--- config.mk ---
export PLATFORM = sky130hd
export DESIGN_NAME = knn_dist
export DESIGN_NICKNAME = d
export VERILOG_FILES = /design/src/design/k_nearest_neighbor_select_macros.svh /design/src/design/knn_pkg.sv /design/src/design/knn_dist.sv
export SDC_FILE = /design/constraint.sdc
export NUM_CORES = 1
export LEC_CHECK = 0
export ABC_AREA = 0
export ABC_CLOCK_PERIOD_IN_PS = 11290
export BUFFER_PORTS_ARGS = -buffer_cell sky130_fd_sc_hd__buf_2
export CORE_ASPECT_RATIO = 0.75
export CORE_UTILIZATION = 55
export CTS_BUF_LIST = sky130_fd_sc_hd__clkbuf_4 sky130_fd_sc_hd__clkbuf_8
export CTS_CLUSTER_SIZE = 30
export DETAILED_ROUTE_END_ITERATION = 8
export PLACE_DENSITY = 0.73
export SYNTH_ARGS = -nofsm -noshare
export SYNTH_HDL_FRONTEND = slang
export SYNTH_SLANG_ARGS = --single-unit
--- constraint.sdc ---
create_clock -name aclk -period 11.29 [get_ports aclk]
set_input_delay 2.258 -clock aclk [delete_from_list [all_inputs] [get_ports aclk]]
set_output_delay 2.258 -clock aclk [all_outputs]
set_load 0.005 [all_outputs]
--- src/design/k_nearest_neighbor_select_macros.svh ---
// ----------------------------------------------------------------------------
// k_nearest_neighbor_select_macros.svh
// Assertion helpers shared by the nearest neighbor selector.
// ----------------------------------------------------------------------------
`ifndef K_NEAREST_NEIGHBOR_SELECT_MACROS_SVH
`define K_NEAREST_NEIGHBOR_SELECT_MACROS_SVH

// Same-cycle implication, disabled while reset is asserted.
`define KNN_ASSERT_IMP(name, clk, rstn, ante, cons) \
    name: assert property (@(posedge clk) disable iff (!rstn) (ante) |-> (cons)) \
        else $error("knn same-cycle check failed");

// Next-cycle implication, disabled while reset is asserted.
`define KNN_ASSERT_NXT(name, clk, rstn, ante, cons) \
    name: assert property (@(posedge clk) disable iff (!rstn) (ante) |=> (cons)) \
        else $error("knn next-cycle check failed");

`endif

--- src/design/knn_pkg.sv ---
// ----------------------------------------------------------------------------
// knn_pkg
// Shared widths, codes and types of the nearest neighbor selector.
// ----------------------------------------------------------------------------
package knn_pkg;

    // Sizes of the point store and of the sorted neighbor list.
    localparam int MAX_POINTS    = 1024;
    localparam int MAX_NEIGHBORS = 16;
    localparam int COORD_W       = 16;

    // Field widths.
    localparam int POINT_W = $clog2(MAX_POINTS);
    localparam int DIST_W  = 2 * COORD_W + 1;
    localparam int RANK_W  = 4;
    localparam int KCFG_W  = 5;
    localparam int PCFG_W  = 11;
    localparam int NBR_W   = $clog2(MAX_NEIGHBORS + 1);

    // Request kinds carried on s_tuser.
    localparam logic CMD_LOAD  = 1'b0;
    localparam logic CMD_QUERY = 1'b1;

    // Configuration register indexes.
    localparam logic CFG_NEIGHBOR_COUNT = 1'b0;
    localparam logic CFG_POINT_COUNT    = 1'b1;

    // Sequencer states.
    typedef enum logic [2:0] {
        ST_IDLE,
        ST_NODE,
        ST_SCAN,
        ST_DRAIN,
        ST_EMIT,
        ST_NONE
    } knn_state_t;

    // One candidate or one kept neighbor.
    typedef struct packed {
        logic               valid;
        logic [DIST_W-1:0]  sq_dist;
        logic [POINT_W-1:0] idx;
    } entry_t;

    // What a cell hands to its right neighbor.
    typedef struct packed {
        entry_t ent;
        logic   beat;
    } knn_link_t;

endpackage

--- src/design/knn_dist.sv ---
// ----------------------------------------------------------------------------
// knn_dist
// Three-stage squared distance pipeline: absolute differences, squares, sum.
// ----------------------------------------------------------------------------
module knn_dist (
    input  logic                                 aclk,
    input  logic                                 aresetn,
    input  logic                                 in_valid,
    input  logic [knn_pkg::POINT_W-1:0]          in_idx,
    input  logic signed [knn_pkg::COORD_W-1:0]   node_x,
    input  logic signed [knn_pkg::COORD_W-1:0]   node_y,
    input  logic signed [knn_pkg::COORD_W-1:0]   pt_x,
    input  logic signed [knn_pkg::COORD_W-1:0]   pt_y,
    output knn_pkg::entry_t                      cand
);
    import knn_pkg::*;

    logic signed [COORD_W:0] diff_x, diff_y;
    logic [COORD_W-1:0]      abs_x_next, abs_y_next;
    logic [COORD_W-1:0]      abs_x_reg, abs_y_reg;
    logic [2*COORD_W-1:0]    sq_x_reg, sq_y_reg;
    logic [POINT_W-1:0]      idx_a_reg, idx_b_reg;
    logic                    valid_a_reg, valid_b_reg;
    logic                    cand_valid_reg;
    logic [DIST_W-1:0]       cand_dist_reg;
    logic [POINT_W-1:0]      cand_idx_reg;

    // Differences are one bit wider; their magnitude fits the coordinate width.
    always_comb begin
        diff_x     = {pt_x[COORD_W-1], pt_x} - {node_x[COORD_W-1], node_x};
        diff_y     = {pt_y[COORD_W-1], pt_y} - {node_y[COORD_W-1], node_y};
        abs_x_next = diff_x[COORD_W] ? COORD_W'(-diff_x) : COORD_W'(diff_x);
        abs_y_next = diff_y[COORD_W] ? COORD_W'(-diff_y) : COORD_W'(diff_y);
    end

    // Pipeline control.
    always_ff @(posedge aclk) begin
        if (!aresetn) begin
            valid_a_reg    <= 1'b0;
            valid_b_reg    <= 1'b0;
            cand_valid_reg <= 1'b0;
        end else begin
            valid_a_reg    <= in_valid;
            valid_b_reg    <= valid_a_reg;
            cand_valid_reg <= valid_b_reg;
        end
    end

    // Pipeline payload.
    always_ff @(posedge aclk) begin
        abs_x_reg     <= abs_x_next;
        abs_y_reg     <= abs_y_next;
        idx_a_reg     <= in_idx;
        sq_x_reg      <= abs_x_reg * abs_x_reg;
        sq_y_reg      <= abs_y_reg * abs_y_reg;
        idx_b_reg     <= idx_a_reg;
        cand_dist_reg <= {1'b0, sq_x_reg} + {1'b0, sq_y_reg};
        cand_idx_reg  <= idx_b_reg;
    end

    assign cand = {cand_valid_reg, cand_dist_reg, cand_idx_reg};

endmodule

==> results.md <==
- Ports: roughly 120
- Die Y: about 170 µm
- Worst setup EP type: register
- Layout cells sized above 1: about 7.4%
- Detailed placement HPWL: around 37000 µm
- Mapped Avg Cell Area: 9.06 µm²
- Cell Area, Synth: around 21000 µm²
- Startpoint Class: register
- GRT overflow: 0
- Clk buf depth: 2
- RSZ-0062 raised after global routing: false
- Vias per cell: between 5 and 6
- Critical path arrival: 7.61 ns
- Crit path time final: about 7.2 ns
- Overall routed net length: between 40000 and 50000 µm
- CP Class: reg -> reg
- Max FFs per register: 33
- Period utilization: 63.5%
- Final setup viols: 0
- Final GP Congestion: 0.914
- Synthesized flop and latch total: 160
- Clk_lat worst skew: 0.51 ns
- Routed Antenna Nets: 0
- CP required: 11.73 ns
- Largest net degree at the start of global routing: 21
- Syn-to-layout area delta: 6.67%
- 1st-iter DRT viols: 910
- Hold Crit Class: reg -> reg
- Share of the yosys chip area belonging to registers: approximately 15%
- Max-slew violation count: 0
- Setup Skew: 0.0184 ns
- CTS clk-pin slew, worst paths: ~0.10 ns
- H-tree depth: 4
- Most common cell after layout, fill and taps aside: inv_1
- Number of synthesized flops with an enable pin: 0
- Async set-reset flop share out of synthesis: 0%
- Number of gates resized after cts: 0
- Die area: 39700 µm²
- Commonest cells after routing, fill and taps aside: inv_1 (570), fa_1 (326), ha_1 (265)
- Initial antenna violation count: 1
- Prevailing post-synth register cell: dfxtp_1
- Vias in the first global route: 16500
- Diode count: 0
- Root Driver: clkbuf_8
- Slew margin rel.: between 20% and 30%
- Syn. warnings: 0
- CORE AREA: approximately 38000 µm²
- Drt pass-1 iters: 5
- Global-route wire length before repair: approximately 77000 µm
- DRC viols: 0
- Post CTS Setup Buffer Count: 0
- Num rows: 62
- Slew @ Worst Pin: about 1.1 ns
- Final hold violation count: 0
- TritonCTS Buffers: 17
- Layout Nets: 3112
- CTS tree: yes
- Die width: approximately 230 µm
- Status: finished, final reports clean
- Synth Instances: 2359
- Max Cap Violations: 0
- FILL cells: roughly 3300
- Maximum clock rate: approximately 140 MHz
- Hold-fix buffers at CTS: 0
- Mapped Nets: 3027
- CP max FO: 15
- CTS sink count: 160
- Via count: about 16000
- I/O Buffers: between 100 and 150
- Yosys cell types: between 70 and 80
- Avg WL per Cell: around 15 µm
- Gr usage total: 23.7%
- Starting density of the core: a little under three fifths
- Setup TNS: 0 ns
==> logic make-up (layout without fill, tap and decap cells) <==
kind of cell	Yosys count	count (layout)	share of synthesized area (%)
AO/OA/AOI/OAI	301	301	9.45
XOR/XNOR	141	141	5.78
adder cells (fa/ha/maj)	591	591	46.0
buffers and inverters	624	722	11.0
flip-flops	160	160	15.0
multiplexers	9	9	0.451
AND/OR/NAND/NOR	533	533	12.3
==> stage by stage <==
step           util, %  worst slack [ns]  instance area, µm²  hold WS [ns]  std cells
5_1_grt           59.5              3.67               22800         0.344       2969
4_1_cts           59.5              4.20               22800         0.338       2969
3_3_place_gp      58.5              4.60               22400         0.310       2937
6_report          59.5              4.12               22800         0.335       2969
2_1_floorplan        -              5.07               21400         0.310       2359
3_5_place_dp      58.5              4.22               22400         0.312       2937
==> synth_stat cells, drive strengths merged, types with 5 or more instances <==
master / instances / share of area [%]
inv: 570 / 10
fa: 326 / 31
ha: 265 / 16
nand2: 183 / 3.2
dfxtp: 160 / 15
nor2: 109 / 1.9
a21oi: 100 / 2.4
xnor2: 91 / 3.7
and2: 88 / 2.6
o21ai: 50 / 1.2
xor2: 50 / 2.0
a21o: 45 / 1.6
clkbuf: 45 / 0.79
nor2b: 27 / 0.79
nor3: 27 / 0.63
nand3: 19 / 0.44
and3: 18 / 0.53
o21bai: 16 / 0.56
a211oi: 11 / 0.50
nand2b: 11 / 0.32
o211ai: 11 / 0.41
o21a: 11 / 0.39
a2111oi: 10 / 0.56
buf: 9 / 0.20
nand4: 9 / 0.26
a31oi: 8 / 0.23
nor3b: 6 / 0.21
or3: 6 / 0.18
mux2: 5 / 0.26
nand3b: 5 / 0.18
nor4: 5 / 0.22
nor4b: 5 / 0.20
==> worst max-delay path: stages, from the launching register on <==
cell and delay, ns:
dfxtp_1 0.70, inv_1 0.31, nor2_1 0.23, ha_1 0.29, xor2_1 0.19, fa_1 0.55
inv_1 0.05, fa_1 0.49, fa_1 0.46, fa_1 0.52, inv_1 0.05, fa_1 0.47
inv_1 0.04, ha_1 0.37, nand3_1 0.12, or3_1 0.40, nor4_1 0.67, nor2_1 0.16
a211oi_2 0.43, a2111oi_0 0.18, nor3_1 0.27, xnor2_1 0.15
==> routing by layer <==
layer / global-route usage, % / share of wire [%] / vias up
met5: 0 / 0.016 / -
met4: 5.36 / 1.4 / 2
met3: 4.58 / 5.7 / 41
met2: 37.7 / 45 / 310
met1: 33.4 / 48 / 7645
li1: - / - / 7512
==> cell type report <==
type                            instances  area (µm²)  share of cell area, %
Clock buffer                           17         234                   1.03
Inverter                              570        2140                   9.38
Sequential cell                       160        3200                   14.0
Timing Repair Buffer                  120         601                   2.63
Clock inverter                         15         163                  0.713
Tap cell                              512         641                   2.81
Multi-Input combinational cell       1575       15800                   69.4
==> worst paths after layout <==
check | startpoint | depth (start not counted) | end | slack, ns
min | idx_b_reg[2] | 0 | cand_idx_reg[2] | 0.33
max | abs_y_reg[13] | 21 | sq_y_reg[28] | 4.12
min reg2reg | idx_b_reg[2] | 0 | cand_idx_reg[2] | 0.33
max reg2reg | abs_y_reg[13] | 21 | sq_y_reg[28] | 4.12
Power is not shown: default switching activity piles up to over one toggle a cycle in this logic, so the estimate is an artifact.
