==> config.mk <==
export PLATFORM = sky130hd
export DESIGN_NAME = knn_cell
export DESIGN_NICKNAME = d
export VERILOG_FILES = /design/src/design/k_nearest_neighbor_select_macros.svh /design/src/design/knn_pkg.sv /design/src/design/knn_cell.sv
export SDC_FILE = /design/constraint.sdc
export NUM_CORES = 1
export LEC_CHECK = 0
export ABC_AREA = 1
export BUFFER_PORTS_ARGS = -buffer_cell sky130_fd_sc_hd__buf_4
export CAP_MARGIN = 20
export CELL_PAD_IN_SITES_DETAIL_PLACEMENT = 0
export CELL_PAD_IN_SITES_GLOBAL_PLACEMENT = 1
export CORE_AREA = 2 2 140 87
export CTS_CLUSTER_SIZE = 10
export DETAILED_ROUTE_END_ITERATION = 10
export DIE_AREA = 0 0 142 89
export PLACE_DENSITY_LB_ADDON = 0.1
export SLEW_MARGIN = 5
export SYNTH_ARGS = -nofsm -noshare
export SYNTH_HDL_FRONTEND = slang
export SYNTH_SLANG_ARGS = --single-unit
==> constraint.sdc <==
create_clock -name aclk -period 4.59 [get_ports aclk]
set_input_delay 0.2295 -clock aclk [delete_from_list [all_inputs] [get_ports aclk]]
set_output_delay 0.2295 -clock aclk [all_outputs]
set_load 0.05 [all_outputs]
==> src/design/k_nearest_neighbor_select_macros.svh <==
// ----------------------------------------------------------------------------
// k_nearest_neighbor_select_macros.svh
// Assertion helpers shared by the nearest neighbor selector.
// ----------------------------------------------------------------------------
`ifndef K_NEAREST_NEIGHBOR_SELECT_MACROS_SVH
`define K_NEAREST_NEIGHBOR_SELECT_MACROS_SVH

// Same-cycle implication, disabled while reset is asserted.
`define KNN_ASSERT_IMP(name, clk, rstn, ante, cons) \
    name: assert property (@(posedge clk) disable iff (!rstn) (ante) |-> (cons)) \
        else $error("knn same-cycle check failed");

// Next-cycle implication, disabled while reset is asserted.
`define KNN_ASSERT_NXT(name, clk, rstn, ante, cons) \
    name: assert property (@(posedge clk) disable iff (!rstn) (ante) |=> (cons)) \
        else $error("knn next-cycle check failed");

`endif

==> src/design/knn_pkg.sv <==
// ----------------------------------------------------------------------------
// knn_pkg
// Shared widths, codes and types of the nearest neighbor selector.
// ----------------------------------------------------------------------------
package knn_pkg;

    // Sizes of the point store and of the sorted neighbor list.
    localparam int MAX_POINTS    = 1024;
    localparam int MAX_NEIGHBORS = 16;
    localparam int COORD_W       = 16;

    // Field widths.
    localparam int POINT_W = $clog2(MAX_POINTS);
    localparam int DIST_W  = 2 * COORD_W + 1;
    localparam int RANK_W  = 4;
    localparam int KCFG_W  = 5;
    localparam int PCFG_W  = 11;
    localparam int NBR_W   = $clog2(MAX_NEIGHBORS + 1);

    // Request kinds carried on s_tuser.
    localparam logic CMD_LOAD  = 1'b0;
    localparam logic CMD_QUERY = 1'b1;

    // Configuration register indexes.
    localparam logic CFG_NEIGHBOR_COUNT = 1'b0;
    localparam logic CFG_POINT_COUNT    = 1'b1;

    // Sequencer states.
    typedef enum logic [2:0] {
        ST_IDLE,
        ST_NODE,
        ST_SCAN,
        ST_DRAIN,
        ST_EMIT,
        ST_NONE
    } knn_state_t;

    // One candidate or one kept neighbor.
    typedef struct packed {
        logic               valid;
        logic [DIST_W-1:0]  sq_dist;
        logic [POINT_W-1:0] idx;
    } entry_t;

    // What a cell hands to its right neighbor.
    typedef struct packed {
        entry_t ent;
        logic   beat;
    } knn_link_t;

endpackage

==> src/design/knn_cell.sv <==
// ----------------------------------------------------------------------------
// knn_cell
// One slot of the sorted neighbor list: insertion from the left, shift-out
// toward the head.
// ----------------------------------------------------------------------------
module knn_cell (
    input  logic               aclk,
    input  logic               aresetn,
    input  logic               enable,
    input  logic               clear,
    input  logic               shift,
    input  knn_pkg::entry_t    cand,
    input  knn_pkg::knn_link_t left_in,
    input  knn_pkg::entry_t    right_in,
    output knn_pkg::knn_link_t link_out
);
    import knn_pkg::*;

    entry_t ent_reg, ent_next;
    logic   beat;

    // A candidate beats this slot when the slot is empty or strictly farther;
    // equal distances keep the earlier, smaller index in front.
    assign beat = cand.valid && (!ent_reg.valid || (cand.sq_dist < ent_reg.sq_dist));

    // Clear; on a shift take the right entry; else take the left entry when
    // the candidate lands further left, the candidate if it lands here, or hold.
    always_comb begin
        ent_next = ent_reg;
        if (clear) begin
            ent_next = '0;
        end else if (shift) begin
            ent_next = right_in;
        end else if (cand.valid && enable) begin
            if (left_in.beat) begin
                ent_next = left_in.ent;
            end else if (beat) begin
                ent_next = cand;
            end
        end
    end

    always_ff @(posedge aclk) begin
        if (!aresetn) begin
            ent_reg <= '0;
        end else begin
            ent_reg <= ent_next;
        end
    end

    assign link_out = {ent_reg, beat};

endmodule

==> results of run 1 <==
[layer usage]
metal  wire (um)  part of all wire  GRT usage  vias up
li1            -                 -          -     2119
met1        5690              0.50      0.246     1713
met2        4660              0.41      0.278      121
met3         959             0.084     0.0611       11
met4         112            0.0098     0.0364        0
met5           0                 0          0        -
[worst register-to-register path, stage by stage, from the launching register on]
cell and delay [ns]:
dfxtp_1 0.36, inv_1 0.05, ha_1 0.28, nand2_1 0.11, inv_1 0.04, nand2_1 0.05
nand2_1 0.04, a21oi_1 0.14, nand2_1 0.07, nor2_1 0.08, nand2_1 0.06, nand2_1 0.06
nand2_2 0.07, nand2_4 0.75, nand3_1 0.18, nand2_1 0.12, nor2_1 0.04
[synthesized netlist by cell type]
cell type and n:
o21ai_0 2, a21oi_2 20, nand2_2 2, buf_2 15, o21a_1 43, nand3_1 45, nand2_1 139, inv_1 48
a21boi_1 1, nor2_1 58, buf_6 3, buf_4 1, a21oi_1 35, ha_1 32, a21o_1 3, buf_1 6
clkbuf_1 14, nor2_2 2, dfxtp_1 44, mux2i_1 44
[cells by family after synthesis]
logic type / Yosys count / synth area share
buf+inv: 87 / 0.0979
flops: 44 / 0.232
compound gates: 104 / 0.188
fa+ha+maj: 32 / 0.105
mux: 44 / 0.116
simple gates: 246 / 0.261
[path summary, 6_finish.rpt]
kind / end / slack, ns
hold reg to reg: link_out[1] / 0.49
setup reg to reg: link_out[32] / 1.98
setup / recovery: link_out[32] / 1.98
hold / removal: link_out[1] / 0.30
[layout make-up]
| cell class | instances | area [um^2] |
|---|---|---|
| Clock buffer | 6 | 129 |
| Clock inverter | 2 | 35.0 |
| Fill cell | 1115 | 5860 |
| Inverter | 48 | 180 |
| Multi-Input combinational cell | 426 | 2560 |
| Sequential cell | 44 | 881 |
| Tap cell | 144 | 180 |
| Timing Repair Buffer | 183 | 1390 |
[report_power, final]
| group | total [mW] | internal [mW] | switching [mW] | leakage, nW |
|---|---|---|---|---|
| registers | 0.420 | 0.403 | 0.0172 | 0.360 |
| logic | 0.475 | 0.215 | 0.259 | 2.25 |
| clock network | 0.417 | 0.257 | 0.160 | 0.0808 |
| total | 1.31 | 0.875 | 0.437 | 2.69 |
[per-stage QoR]
| step | instances | area [um^2] |
|---|---|---|
| after floorplan | 557 | 3800 |
| after CTS | 852 | 5340 |
| after detailed placement | 844 | 5170 |
| final | 853 | 5360 |
| after global routing | 853 | 5360 |
| after global placement | 844 | 5170 |
[layout by cell type (no fill, tap or decap)]
cell type / count
a21boi_1: 1
a21o_1: 2
a21o_4: 1
a21oi_1: 35
a21oi_2: 20
buf_16: 1
buf_4: 182
bufinv_16: 1
clkbuf_1: 1
clkbuf_16: 5
clkinv_2: 1
dfxtp_1: 44
ha_1: 32
inv_1: 48
mux2i_1: 44
nand2_1: 139
nand2_2: 1
nand2_4: 1
nand3_1: 45
nor2_1: 57
nor2_2: 2
nor2_4: 1
o21a_1: 43
o21ai_0: 2
==> impl_metrics.sql, run 1 <==
INSERT INTO impl_metrics (metric_group, metric, value, unit) VALUES
('placement', 'detailedPlacementHpwl', '8200', 'um'),
('floorplanning', 'fp.coreArea', '0.0112', 'mm^2'),
('floorplanning', 'design.die.area', '0.0126', 'mm^2'),
('floorplanning', 'initial_core_utilization', '0.338', ''),
('clock_network', 'buffer_depth_of_the_longest_clock_path', '2', ''),
('setup_path', 'critical_path_buf_inv_count', '2', ''),
('floorplanning', 'die_h', '89', 'um'),
('timing', 'tmin_final', '2.61', 'ns'),
('clock_network', 'cts.repair.resized', '0', ''),
('timing', 'finalMaxSlewViolations', '0', ''),
('status', 'run_status', 'completed', ''),
('timing', 'whs', '0.301', 'ns'),
('global_routing', 'first_pass_grt_wire_length', '18300', 'um'),
('clock_network', 'cts_buffers', '5', ''),
('final_layout', 'utilization', '0.478', ''),
('setup_path', 'startpoint_type', 'flop', ''),
('detailed_routing', 'drtAntennaViolNets', '0', ''),
('timing', 'hold_viol_final', '0', ''),
('final_layout', 'finalNetCount', '878', ''),
('synthesis', 'synthesis.area_per_instance', '6.82', 'um^2'),
('placement', 'gp_routability_congestion', '0.728', ''),
('min_path', 'worst_hold_depth', '4', ''),
('pwr', 'peakVddDrop', '0.160', 'mV'),
('flow_run', 'max_cap_viol_count', '0', ''),
('clock_network', 'clock_latency_reported_for_the_late_side_of_the_worst_skew_pair', '0.29', 'ns'),
('synthesis', 'syn_area', '0.00380', 'mm^2'),
('global_routing', 'grt_pass1_vias', '3813', ''),
('detailed_routing', 'detail_route.first_pass.iterations', '5', ''),
('setup_path', 'critPathMaxFanout', '88', ''),
('synthesis', 'largest_cells_by_area_after_synthesis', 'dfxtp_1, nand2_1, mux2i_1, ha_1, o21a_1', ''),
('clock_network', 'cts_hold_buf', '0', ''),
('final_layout', 'largest_register_ffs', '44', ''),
('setup_path', 'r2r-start', 'link_out[43]', ''),
('timing', 'worst_slew_margin_rel', '0.316', ''),
('synthesis', 'ys_seq_elements', '44', ''),
('timing', 'setup_slack', '1.98', 'ns'),
('global_routing', 'antenna_violations_before_repair', '0', ''),
('synthesis', 'synth.yosys.warnings', '0', ''),
('clock_network', 'cts_tree', 'done', ''),
('min_path', 'holdCritPathClass', 'in2reg', ''),
('setup_path', 'crit_path_cell_trace', 'inv_1, ha_1, nand2_1, inv_1, nand2_1, nand2_1, a21oi_1, nand2_1, nor2_1, nand2_1, nand2_1, nand2_2, nand2_4, nand3_1, nand2_1, nor2_1', ''),
('synthesis', 'synth.distinct_cells', '20', ''),
('pwr', 'power_density', '245', 'mW/mm^2'),
('detailed_routing', 'detailroute.via_count', '3964', ''),
('synthesis', 'synth.yosys.seq_area_share', '0.232', ''),
('final_layout', 'final_layout_size_suffix_gt1_frac', '0.305', ''),
('detailed_routing', 'post_drt_via_cell_ratio', '4.65', ''),
('setup_path', 'rr_worst_depth', '16', ''),
('synthesis', 'postSynthCellCount', '557', ''),
('setup_path', 'critical_path.top_delay_family', 'simple AND/OR/NAND/NOR gates', ''),
('final_layout', 'antenna_cells', '0', ''),
('timing', 'timing.setup.tns', '0', 'ns'),
('min_path', 'hold_path.startpoint', 'clear', ''),
('timing', 'finalClockSkew', '0.00453', 'ns'),
('floorplanning', 'top_level_ports', '183', ''),
('clock_network', 'cts_sinks', '44', ''),
('setup_path', 'path_common_cell', 'nand2_1', ''),
('setup_path', 'crit_path_start', 'link_out[43]', ''),
('clock_network', 'ctsRootBufferMaster', 'clkbuf_16', ''),
('clock_network', 'clock_tree.htree_level_count', '2', ''),
('timing', 'final_min_period_over_clock_period', '0.568', ''),
('setup_path', 'crit_arrival', '2.79', 'ns'),
('timing', 'worst-slew-pin-transition', '1.03', 'ns'),
('timing', 'grt_setup_unrepaired', 'no', ''),
('clock_network', 'clk_pin_slew', '0.07', 'ns'),
('synthesis', 'synth.net_count', '727', ''),
('global_routing', 'gr-total-overflow', '0', ''),
('global_routing', 'grtUsageTotal', '0.180', ''),
('timing', 'setup-violations-final', '0', ''),
('setup_path', 'worst_ep_required_time', '4.77', 'ns'),
('clock_network', 'post-cts-setup-buffers', '0', '');
No activity file was read; power rests on OpenSTA's default activity.
==> inputs of run 2 (changes only) <==
--- a/config.mk
+++ b/config.mk
@@ -5,15 +5,15 @@
 export SDC_FILE = /design/constraint.sdc
 export NUM_CORES = 1
 export LEC_CHECK = 0
-export ABC_AREA = 1
+export ABC_AREA = 0
 export BUFFER_PORTS_ARGS = -buffer_cell sky130_fd_sc_hd__buf_4
 export CAP_MARGIN = 20
 export CELL_PAD_IN_SITES_DETAIL_PLACEMENT = 0
 export CELL_PAD_IN_SITES_GLOBAL_PLACEMENT = 1
-export CORE_AREA = 2 2 140 87
+export CORE_AREA = 2 2 139 87
 export CTS_CLUSTER_SIZE = 10
 export DETAILED_ROUTE_END_ITERATION = 10
-export DIE_AREA = 0 0 142 89
+export DIE_AREA = 0 0 141 89
 export PLACE_DENSITY_LB_ADDON = 0.1
 export SLEW_MARGIN = 5
 export SYNTH_ARGS = -nofsm -noshare
==> constraint.sdc (replaced) <==
create_clock -name aclk -period 2.75 [get_ports aclk]
set_input_delay 0.1375 -clock aclk [delete_from_list [all_inputs] [get_ports aclk]]
set_output_delay 0.1375 -clock aclk [all_outputs]
set_load 0.05 [all_outputs]
==> run 2 against run 1 <==
  * Worst setup slack got worse by 1.8 ns
  * Largest power group is now registers
  * First-iteration DRC count rose by 39%
  * Die area fell by 0.70%
  * Wire length rose by 0.69%
  * Final area fell by 4.7%
  * Largest cell class unchanged
  * Count of clock-buffer cells in the layout rose by 2
==> impl_metrics.sql, run 2 <==
INSERT INTO impl_metrics (metric_group, metric, value, unit) VALUES
('detailed_routing', 'detailroute.via_count', '3722', ''),
('timing', 'grt_setup_unrepaired', 'no', ''),
('synthesis', 'synthesis.area_per_instance', '7.98', 'um^2'),
('setup_path', 'worst_setup_path_end_kind', 'flop', ''),
('final_layout', 'largest_register_ffs', '44', ''),
('detailed_routing', 'detail_route.first_pass.iterations', '4', ''),
('synthesis', 'synth.yosys.seq_area_share', '0.250', ''),
('clock_network', 'cts_sinks', '44', ''),
('synthesis', 'synth.yosys.warnings', '0', ''),
('floorplanning', 'design.die.area', '0.0125', 'mm^2'),
('clock_network', 'clock_tree.htree_level_count', '2', ''),
('timing', 'tmin_final', '2.52', 'ns'),
('floorplanning', 'initial_core_utilization', '0.315', ''),
('setup_path', 'crit_type', 'reg2reg', ''),
('flow_run', 'max_cap_viol_count', '0', ''),
('detailed_routing', 'post_drt_via_cell_ratio', '4.99', ''),
('pwr', 'total_leakage_power', '2.31', 'nW'),
('placement', 'place.detailed.instances', '738', ''),
('final_layout', 'finalNetCount', '771', ''),
('setup_path', 'startpoint_type', 'flop', ''),
('timing', 'finalMaxSlewViolations', '0', ''),
('global_routing', 'antenna_violations_before_repair', '0', ''),
('timing', 'hold_viol_final', '0', ''),
('setup_path', 'critical-path-slowest-cell', 'nor4_4', ''),
('clock_network', 'clk_pin_slew', '0.06', 'ns'),
('synthesis', 'synth.net_count', '611', ''),
('global_routing', 'grt_pass1_vias', '3623', ''),
('floorplanning', 'floorplan.die.width', '141', 'um'),
('floorplanning', 'fp-row-count', '30', ''),
('final_layout', 'layoutNonFillerInstCount', '746', ''),
('synthesis', 'synth_flop_cell', 'dfxtp_1', ''),
('placement', 'place_worst_setup_slack', '0.210', 'ns'),
('detailed_routing', 'detail_route.drc_violations', '0', ''),
('setup_path', 'reg2reg_setup_slack', '0.23', 'ns'),
('global_routing', 'grt_start_max_net_pins', '89', ''),
('final_layout', 'layout_common_cells', 'buf_4, mux2i_1, a21oi_1', ''),
('clock_network', 'cts_buffers', '5', ''),
('final_layout', 'antenna_cells', '0', ''),
('pwr', 'design_power_total', '2.00', 'mW'),
('timing', 'whs', '0.172', 'ns'),
('clock_network', 'clock_latency_reported_for_the_late_side_of_the_worst_skew_pair', '0.29', 'ns'),
('timing', 'worst_slew_margin_rel', '0.465', ''),
('setup_path', 'worst_ep_required_time', '2.96', 'ns'),
('timing', 'worst-slew-pin-transition', '0.802', 'ns'),
('pwr', 'power_density', '392', 'mW/mm^2'),
('synthesis', 'syn_area', '0.00352', 'mm^2'),
('synthesis', 'async_reset_ff_frac', '0', ''),
('clock_network', 'cts_tree', 'done', ''),
('placement', 'detailedPlacementHpwl', '8650', 'um'),
('synthesis', 'fraction_of_synthesized_cell_area_taken_by_the_top_area_cell_type', '0.250', ''),
('setup_path', 'rr_worst_depth', '9', ''),
('floorplanning', 'fp.coreArea', '0.0111', 'mm^2'),
('status', 'run_status', 'completed', ''),
('setup_path', 'critPathMaxFanout', '14', ''),
('timing', 'setup_slack', '0.227', 'ns'),
('detailed_routing', 'routed_wl', '11500', 'um'),
('detailed_routing', 'drt_iter0_drc', '202', ''),
('global_routing', 'first_pass_grt_wire_length', '18600', 'um'),
('floorplanning', 'die_h', '89', 'um'),
('floorplanning', 'top_level_ports', '183', ''),
('clock_network', 'cts.repair.resized', '0', ''),
('setup_path', 'crit_arrival', '2.74', 'ns'),
('placement', 'gp_routability_congestion', '0.765', ''),
('final_layout', 'final_layout_size_suffix_gt1_frac', '0.341', ''),
('synthesis', 'synth.distinct_cells', '36', ''),
('clock_network', 'buffer_depth_of_the_longest_clock_path', '2', ''),
('synthesis', 'ys_seq_elements', '44', ''),
('synthesis', 'number_of_enable_type_register_cells_in_the_synthesized_netlist', '0', ''),
('pwr', 'peakVddDrop', '0.225', 'mV'),
('timing', 'final_min_period_over_clock_period', '0.918', ''),
('min_path', 'worst_hold_depth', '3', ''),
('global_routing', 'grtUsageTotal', '0.188', ''),
('synthesis', 'post-synth-top-count-cell', 'mux2i_1', ''),
('clock_network', 'cts_hold_buf', '0', ''),
('setup_path', 'slowest_stage_delay_on_critical_path', '0.40', 'ns'),
('clock_network', 'ctsRootBufferMaster', 'clkbuf_16', ''),
('synthesis', 'cell_taking_the_most_area_after_synthesis', 'dfxtp_1', ''),
('min_path', 'holdCritPathClass', 'in2reg', ''),
('synthesis', 'postSynthCellCount', '441', ''),
('synthesis', 'largest_cells_by_area_after_synthesis', 'dfxtp_1, mux2i_1, ha_1, o211ai_1, a21oi_1', ''),
('timing', 'finalClockSkew', '0.00573', 'ns'),
('timing', 'timing.setup.tns', '0', 'ns'),
('detailed_routing', 'drtAntennaViolNets', '0', ''),
('clock_network', 'post-cts-setup-buffers', '0', ''),
('final_layout', 'final_common_cell', 'buf_4', ''),
('setup_path', 'crit_path_cell_trace', 'inv_1, ha_1, nand4_2, nor4_4, nand2_1, o211ai_4, or2_2, buf_4, mux2i_1', ''),
('global_routing', 'gr-total-overflow', '0', ''),
('placement', 'buffer_ports.inserted', '182', ''),
('timing', 'setup-violations-final', '0', ''),
('final_layout', 'area_growth_syn_to_layout', '45.4', '%'),
('synthesis', 'synth_top_cells_by_count', 'mux2i_1, a21oi_1, dfxtp_1', ''),
('detailed_routing', 'post_drt_wl_per_cell', '15.4', 'um'),
('timing', 'fmax', '396', 'MHz');
## run 2: final timing paths
kind                                    from            to
worst max register to register  link_out[43]  link_out[31]
worst min-delay path            right_in[21]  link_out[22]
worst max-delay path            link_out[43]  link_out[31]
worst min register to register  link_out[23]  link_out[23]
## run 2: power by group
part	total [mW]	switching [mW]	internal (mW)
Sequential	0.695	0.0249	0.670
Clock	0.615	0.252	0.363
Combinational	0.693	0.389	0.304
Total	2.00	0.666	1.34
## run 2: final cells by class
class,instances,area (um^2)
tap,144,180
multi-input combinational,326,2340
timing repair buffer,190,1440
fill,1131,6040
inverter,34,128
sequential,44,881
clock buffer,8,146
## run 2: metrics by stage
step / util / area [um^2]
after floorplan: - / 3520
after global placement: 0.445 / 4970
after detailed placement: 0.445 / 4970
after CTS: 0.459 / 5110
after global routing: 0.459 / 5110
final: 0.459 / 5110
## run 2: critical path, delay by kind of cell, from the launching register on
| family | cells | cell delay [ns] |
|---|---|---|
| DFF | 1 | 0.37 |
| and+or+nand+nor | 4 | 0.96 |
| adders and majority gates | 1 | 0.31 |
| buffers and inverters | 2 | 0.30 |
| muxes | 1 | 0.21 |
| AOI/OAI and AO/OA | 1 | 0.29 |
## run 2: metal layers
metal | share of wire | global-route usage | up-vias
met5 | 0 | 0 | -
met4 | 0.012 | 0.0509 | 0
met3 | 0.070 | 0.0509 | 10
met2 | 0.43 | 0.294 | 117
met1 | 0.49 | 0.258 | 1670
li1 | - | - | 1925
## run 2: cell families (layout without fill, tap and decap cells)
| kind of cell | count (synthesis) | count (layout) | synth area share |
|---|---|---|---|
| flip-flops | 44 | 44 | 0.250 |
| AND/OR/NAND/NOR | 95 | 95 | 0.122 |
| multiplexers | 53 | 53 | 0.151 |
| buffers and inverters | 71 | 232 | 0.0893 |
| adder cells (fa/ha/maj) | 32 | 32 | 0.114 |
| AO/OA/AOI/OAI | 146 | 146 | 0.274 |
==> inputs of run 3 (changes only) <==
--- a/config.mk
+++ b/config.mk
@@ -10,10 +10,10 @@
 export CAP_MARGIN = 20
 export CELL_PAD_IN_SITES_DETAIL_PLACEMENT = 0
 export CELL_PAD_IN_SITES_GLOBAL_PLACEMENT = 1
-export CORE_AREA = 2 2 139 87
+export CORE_AREA = 2 2 146 91
 export CTS_CLUSTER_SIZE = 10
 export DETAILED_ROUTE_END_ITERATION = 10
-export DIE_AREA = 0 0 141 89
+export DIE_AREA = 0 0 148 93
 export PLACE_DENSITY_LB_ADDON = 0.1
 export SLEW_MARGIN = 5
 export SYNTH_ARGS = -nofsm -noshare
==> constraint.sdc (replaced) <==
create_clock -name aclk -period 2.1 [get_ports aclk]
set_input_delay 0.105 -clock aclk [delete_from_list [all_inputs] [get_ports aclk]]
set_output_delay 0.105 -clock aclk [all_outputs]
set_load 0.05 [all_outputs]
==> run 3 against run 2 <==
  * The flow now finishes with violations (negative setup slack)
  * Highest routed layer unchanged
  * Clock skew barely moved
  * Critical endpoint is now link_out[4]
  * Register-to-register slack got worse by 0.48 ns
  * Sequential power rose by 28%
  * Largest power group is now combinational logic
  * Via count rose by 7.1%
  * Sequential share of layout area fell by 1.4 points
  * Clock power rose by 25%
  * Critical path depth rose by 3
==> impl_metrics.sql, run 3 (same netlist as run 2, synthesis figures left out) <==
INSERT INTO impl_metrics (metric_group, metric, value, unit) VALUES
('clock_network', 'buffer_depth_of_the_longest_clock_path', '2', ''),
('final_layout', 'antenna_cells', '0', ''),
('detailed_routing', 'detail_route.drc_violations', '0', ''),
('global_routing', 'grtUsageTotal', '0.189', ''),
('setup_path', 'crit_path_cell_trace', 'inv_2, ha_4, nand4_1, buf_4, nor4_4, buf_4, nand4_1, o211ai_4, or2_4, buf_12, clkbuf_16, o31ai_1', ''),
('pwr', 'design_power_total', '2.80', 'mW'),
('global_routing', 'grt_pass1_vias', '3962', ''),
('final_layout', 'area_growth_syn_to_layout', '74.9', '%'),
('global_routing', 'grt_start_max_net_pins', '56', ''),
('timing', 'final_min_period_over_clock_period', '1.12', ''),
('floorplanning', 'floorplan.die.width', '148', 'um'),
('placement', 'buffer_ports.inserted', '182', ''),
('global_routing', 'antenna_violations_before_repair', '0', ''),
('status', 'run_status', 'complete, but fails checks', ''),
('final_layout', 'nFillCells', '1205', ''),
('pwr', 'peakVddDrop', '0.293', 'mV'),
('timing', 'tmin_final', '2.36', 'ns'),
('timing', 'hold_viol_final', '0', ''),
('detailed_routing', 'routed_wl', '13400', 'um'),
('detailed_routing', 'post_drt_via_cell_ratio', '4.88', ''),
('final_layout', 'final_layout_size_suffix_gt1_frac', '0.505', ''),
('detailed_routing', 'drt_iter0_drc', '138', ''),
('timing', 'setup-violations-final', '45', ''),
('final_layout', 'utilization', '0.492', ''),
('setup_path', 'crit_arrival', '2.51', 'ns'),
('timing', 'timing.setup.tns', '-9.06', 'ns'),
('setup_path', 'startpoint_type', 'flop', ''),
('timing', 'setup_slack', '-0.258', 'ns'),
('detailed_routing', 'drtAntennaViolNets', '0', ''),
('pwr', 'power_density', '455', 'mW/mm^2'),
('pwr', 'comb_power_share', '0.407', ''),
('pwr', 'total_leakage_power', '2.68', 'nW'),
('timing', 'finalClockSkew', '0.00559', 'ns'),
('final_layout', 'largest_register_ffs', '44', ''),
('setup_path', 'worst_ep_required_time', '2.25', 'ns'),
('setup_path', 'crit_type', 'reg2reg', ''),
('clock_network', 'clock_latency_reported_for_the_late_side_of_the_worst_skew_pair', '0.29', 'ns'),
('floorplanning', 'design.die.area', '0.0138', 'mm^2'),
('detailed_routing', 'detailroute.via_count', '3985', ''),
('timing', 'worst_slew_margin_rel', '0.465', ''),
('detailed_routing', 'post_drt_wl_per_cell', '16.4', 'um'),
('placement', 'gp_routability_congestion', '0.737', ''),
('final_layout', 'finalNetCount', '815', ''),
('timing', 'fmax', '424', 'MHz'),
('floorplanning', 'die_h', '93', 'um'),
('pwr', 'net_switching_power', '959', 'uW'),
('global_routing', 'first_pass_grt_wire_length', '20500', 'um'),
('setup_path', 'critical-path-slowest-cell', 'dfxtp_4', ''),
('pwr', 'cell_internal_pwr', '1.84', 'mW'),
('final_layout', 'layout_common_cells', 'buf_4, mux2i_1, a21oi_1', ''),
('clock_network', 'cts_hold_buf', '0', ''),
('status', 'violated_checks', 'negative setup slack', ''),
('floorplanning', 'fp-row-count', '32', ''),
('clock_network', 'cts_tree', 'done', ''),
('timing', 'worst-slew-pin-transition', '0.802', 'ns'),
('floorplanning', 'fp.coreArea', '0.0125', 'mm^2'),
('clock_network', 'clock_tree.htree_level_count', '2', ''),
('timing', 'grt_setup_unrepaired', 'yes', ''),
('pwr', 'sequentialPowerShare', '0.319', ''),
('timing', 'finalMaxSlewViolations', '0', ''),
('setup_path', 'slowest_stage_delay_on_critical_path', '0.35', 'ns'),
('setup_path', 'critPathMaxFanout', '6', ''),
('detailed_routing', 'detail_route.first_pass.iterations', '4', ''),
('placement', 'detailedPlacementHpwl', '9330', 'um'),
('pwr', 'share_clk_of_total_power', '0.274', ''),
('timing', 'whs', '0.153', 'ns'),
('final_layout', 'final_common_cell', 'buf_4', ''),
('clock_network', 'cts_buffers', '5', ''),
('global_routing', 'gr-total-overflow', '0', ''),
('setup_path', 'worst_setup_path_end_kind', 'flop', ''),
('flow_run', 'max_cap_viol_count', '0', ''),
('clock_network', 'clk_pin_slew', '0.06', 'ns'),
('clock_network', 'ctsRootBufferMaster', 'clkbuf_16', ''),
('floorplanning', 'initial_core_utilization', '0.282', ''),
('floorplanning', 'top_level_ports', '183', ''),
('pwr', 'p_sw_frac', '0.343', ''),
('min_path', 'holdCritPathClass', 'in2reg', ''),
('clock_network', 'cts_sinks', '44', '');
==> run 3: cell types whose count changed in the layout (fill, tap and decap cells not counted), moves of 9 or more <==
cell / change
buf_4: +29
dfxtp_1: -31
dfxtp_2: +9
dfxtp_4: +22
ha_1: -15
ha_4: +15
inv_1: -9
inv_2: +9
o31ai_1: -15
==> run 3: layout make-up <==
type | instances | area (um^2) | share of cell area
inverters | 34 | 128 | 0.0207
well taps | 170 | 213 | 0.0346
multi-input cells | 326 | 2720 | 0.442
flip-flops and latches | 44 | 975 | 0.158
clock buffers | 7 | 133 | 0.0216
clock inverters | 1 | 3.75 | 0.000610
repair buffers | 234 | 1980 | 0.322
==> run 3: power by group through the flow <==
stage | clock network, mW | registers, mW | logic [mW]
after floorplan | 0 | 1.06 | 0.407
after global placement | 0 | 0.908 | 0.985
after detailed placement | 0 | 0.910 | 0.995
after CTS | 0.787 | 0.892 | 1.11
after global routing | 0.820 | 0.897 | 1.23
final | 0.766 | 0.891 | 1.14
==> run 3: routing by layer <==
layer,vias up,share of wire,global-route usage
li1,2020,-,-
met1,1839,0.51,0.271
met2,119,0.42,0.289
met3,7,0.067,0.0429
met4,0,0.0076,0.0397
met5,-,0,0
==> run 3: worst max-delay path: cells and delay by family (launching register included) <==
kind | cells | cell delay, ns
flip-flops | 1 | 0.35
AO/OA/AOI/OAI | 2 | 0.20
AND/OR/NAND/NOR | 4 | 0.73
adder cells (fa/ha/maj) | 1 | 0.25
buffers and inverters | 5 | 0.68
==> run 3: through the flow <==
step | instances | cell area (um^2) | setup slack [ns]
global placement | 794 | 5390 | -0.225
global route | 816 | 6150 | -0.387
CTS | 813 | 5950 | -0.207
floorplan | 441 | 3680 | -0.192
detailed placement | 794 | 5390 | -0.287
finish | 816 | 6150 | -0.258
==> run 3: worst paths after layout <==
path                        to    startpoint  slack, ns  cells past startpoint
setup / recovery   link_out[4]  link_out[38]      -0.26                     12
hold / removal    link_out[22]  right_in[21]       0.15                      3
setup reg to reg   link_out[4]  link_out[38]      -0.26                     12
hold reg to reg   link_out[25]  link_out[25]       0.48                      2
==> run 3: repair_timing <==
action | CTS | global route
pin swaps | 15 | 2
setup endpoints to repair | 45 | 45
cloned | 4 | 3
buffers inserted | 7 | 1
gates resized for setup | 45 | 21
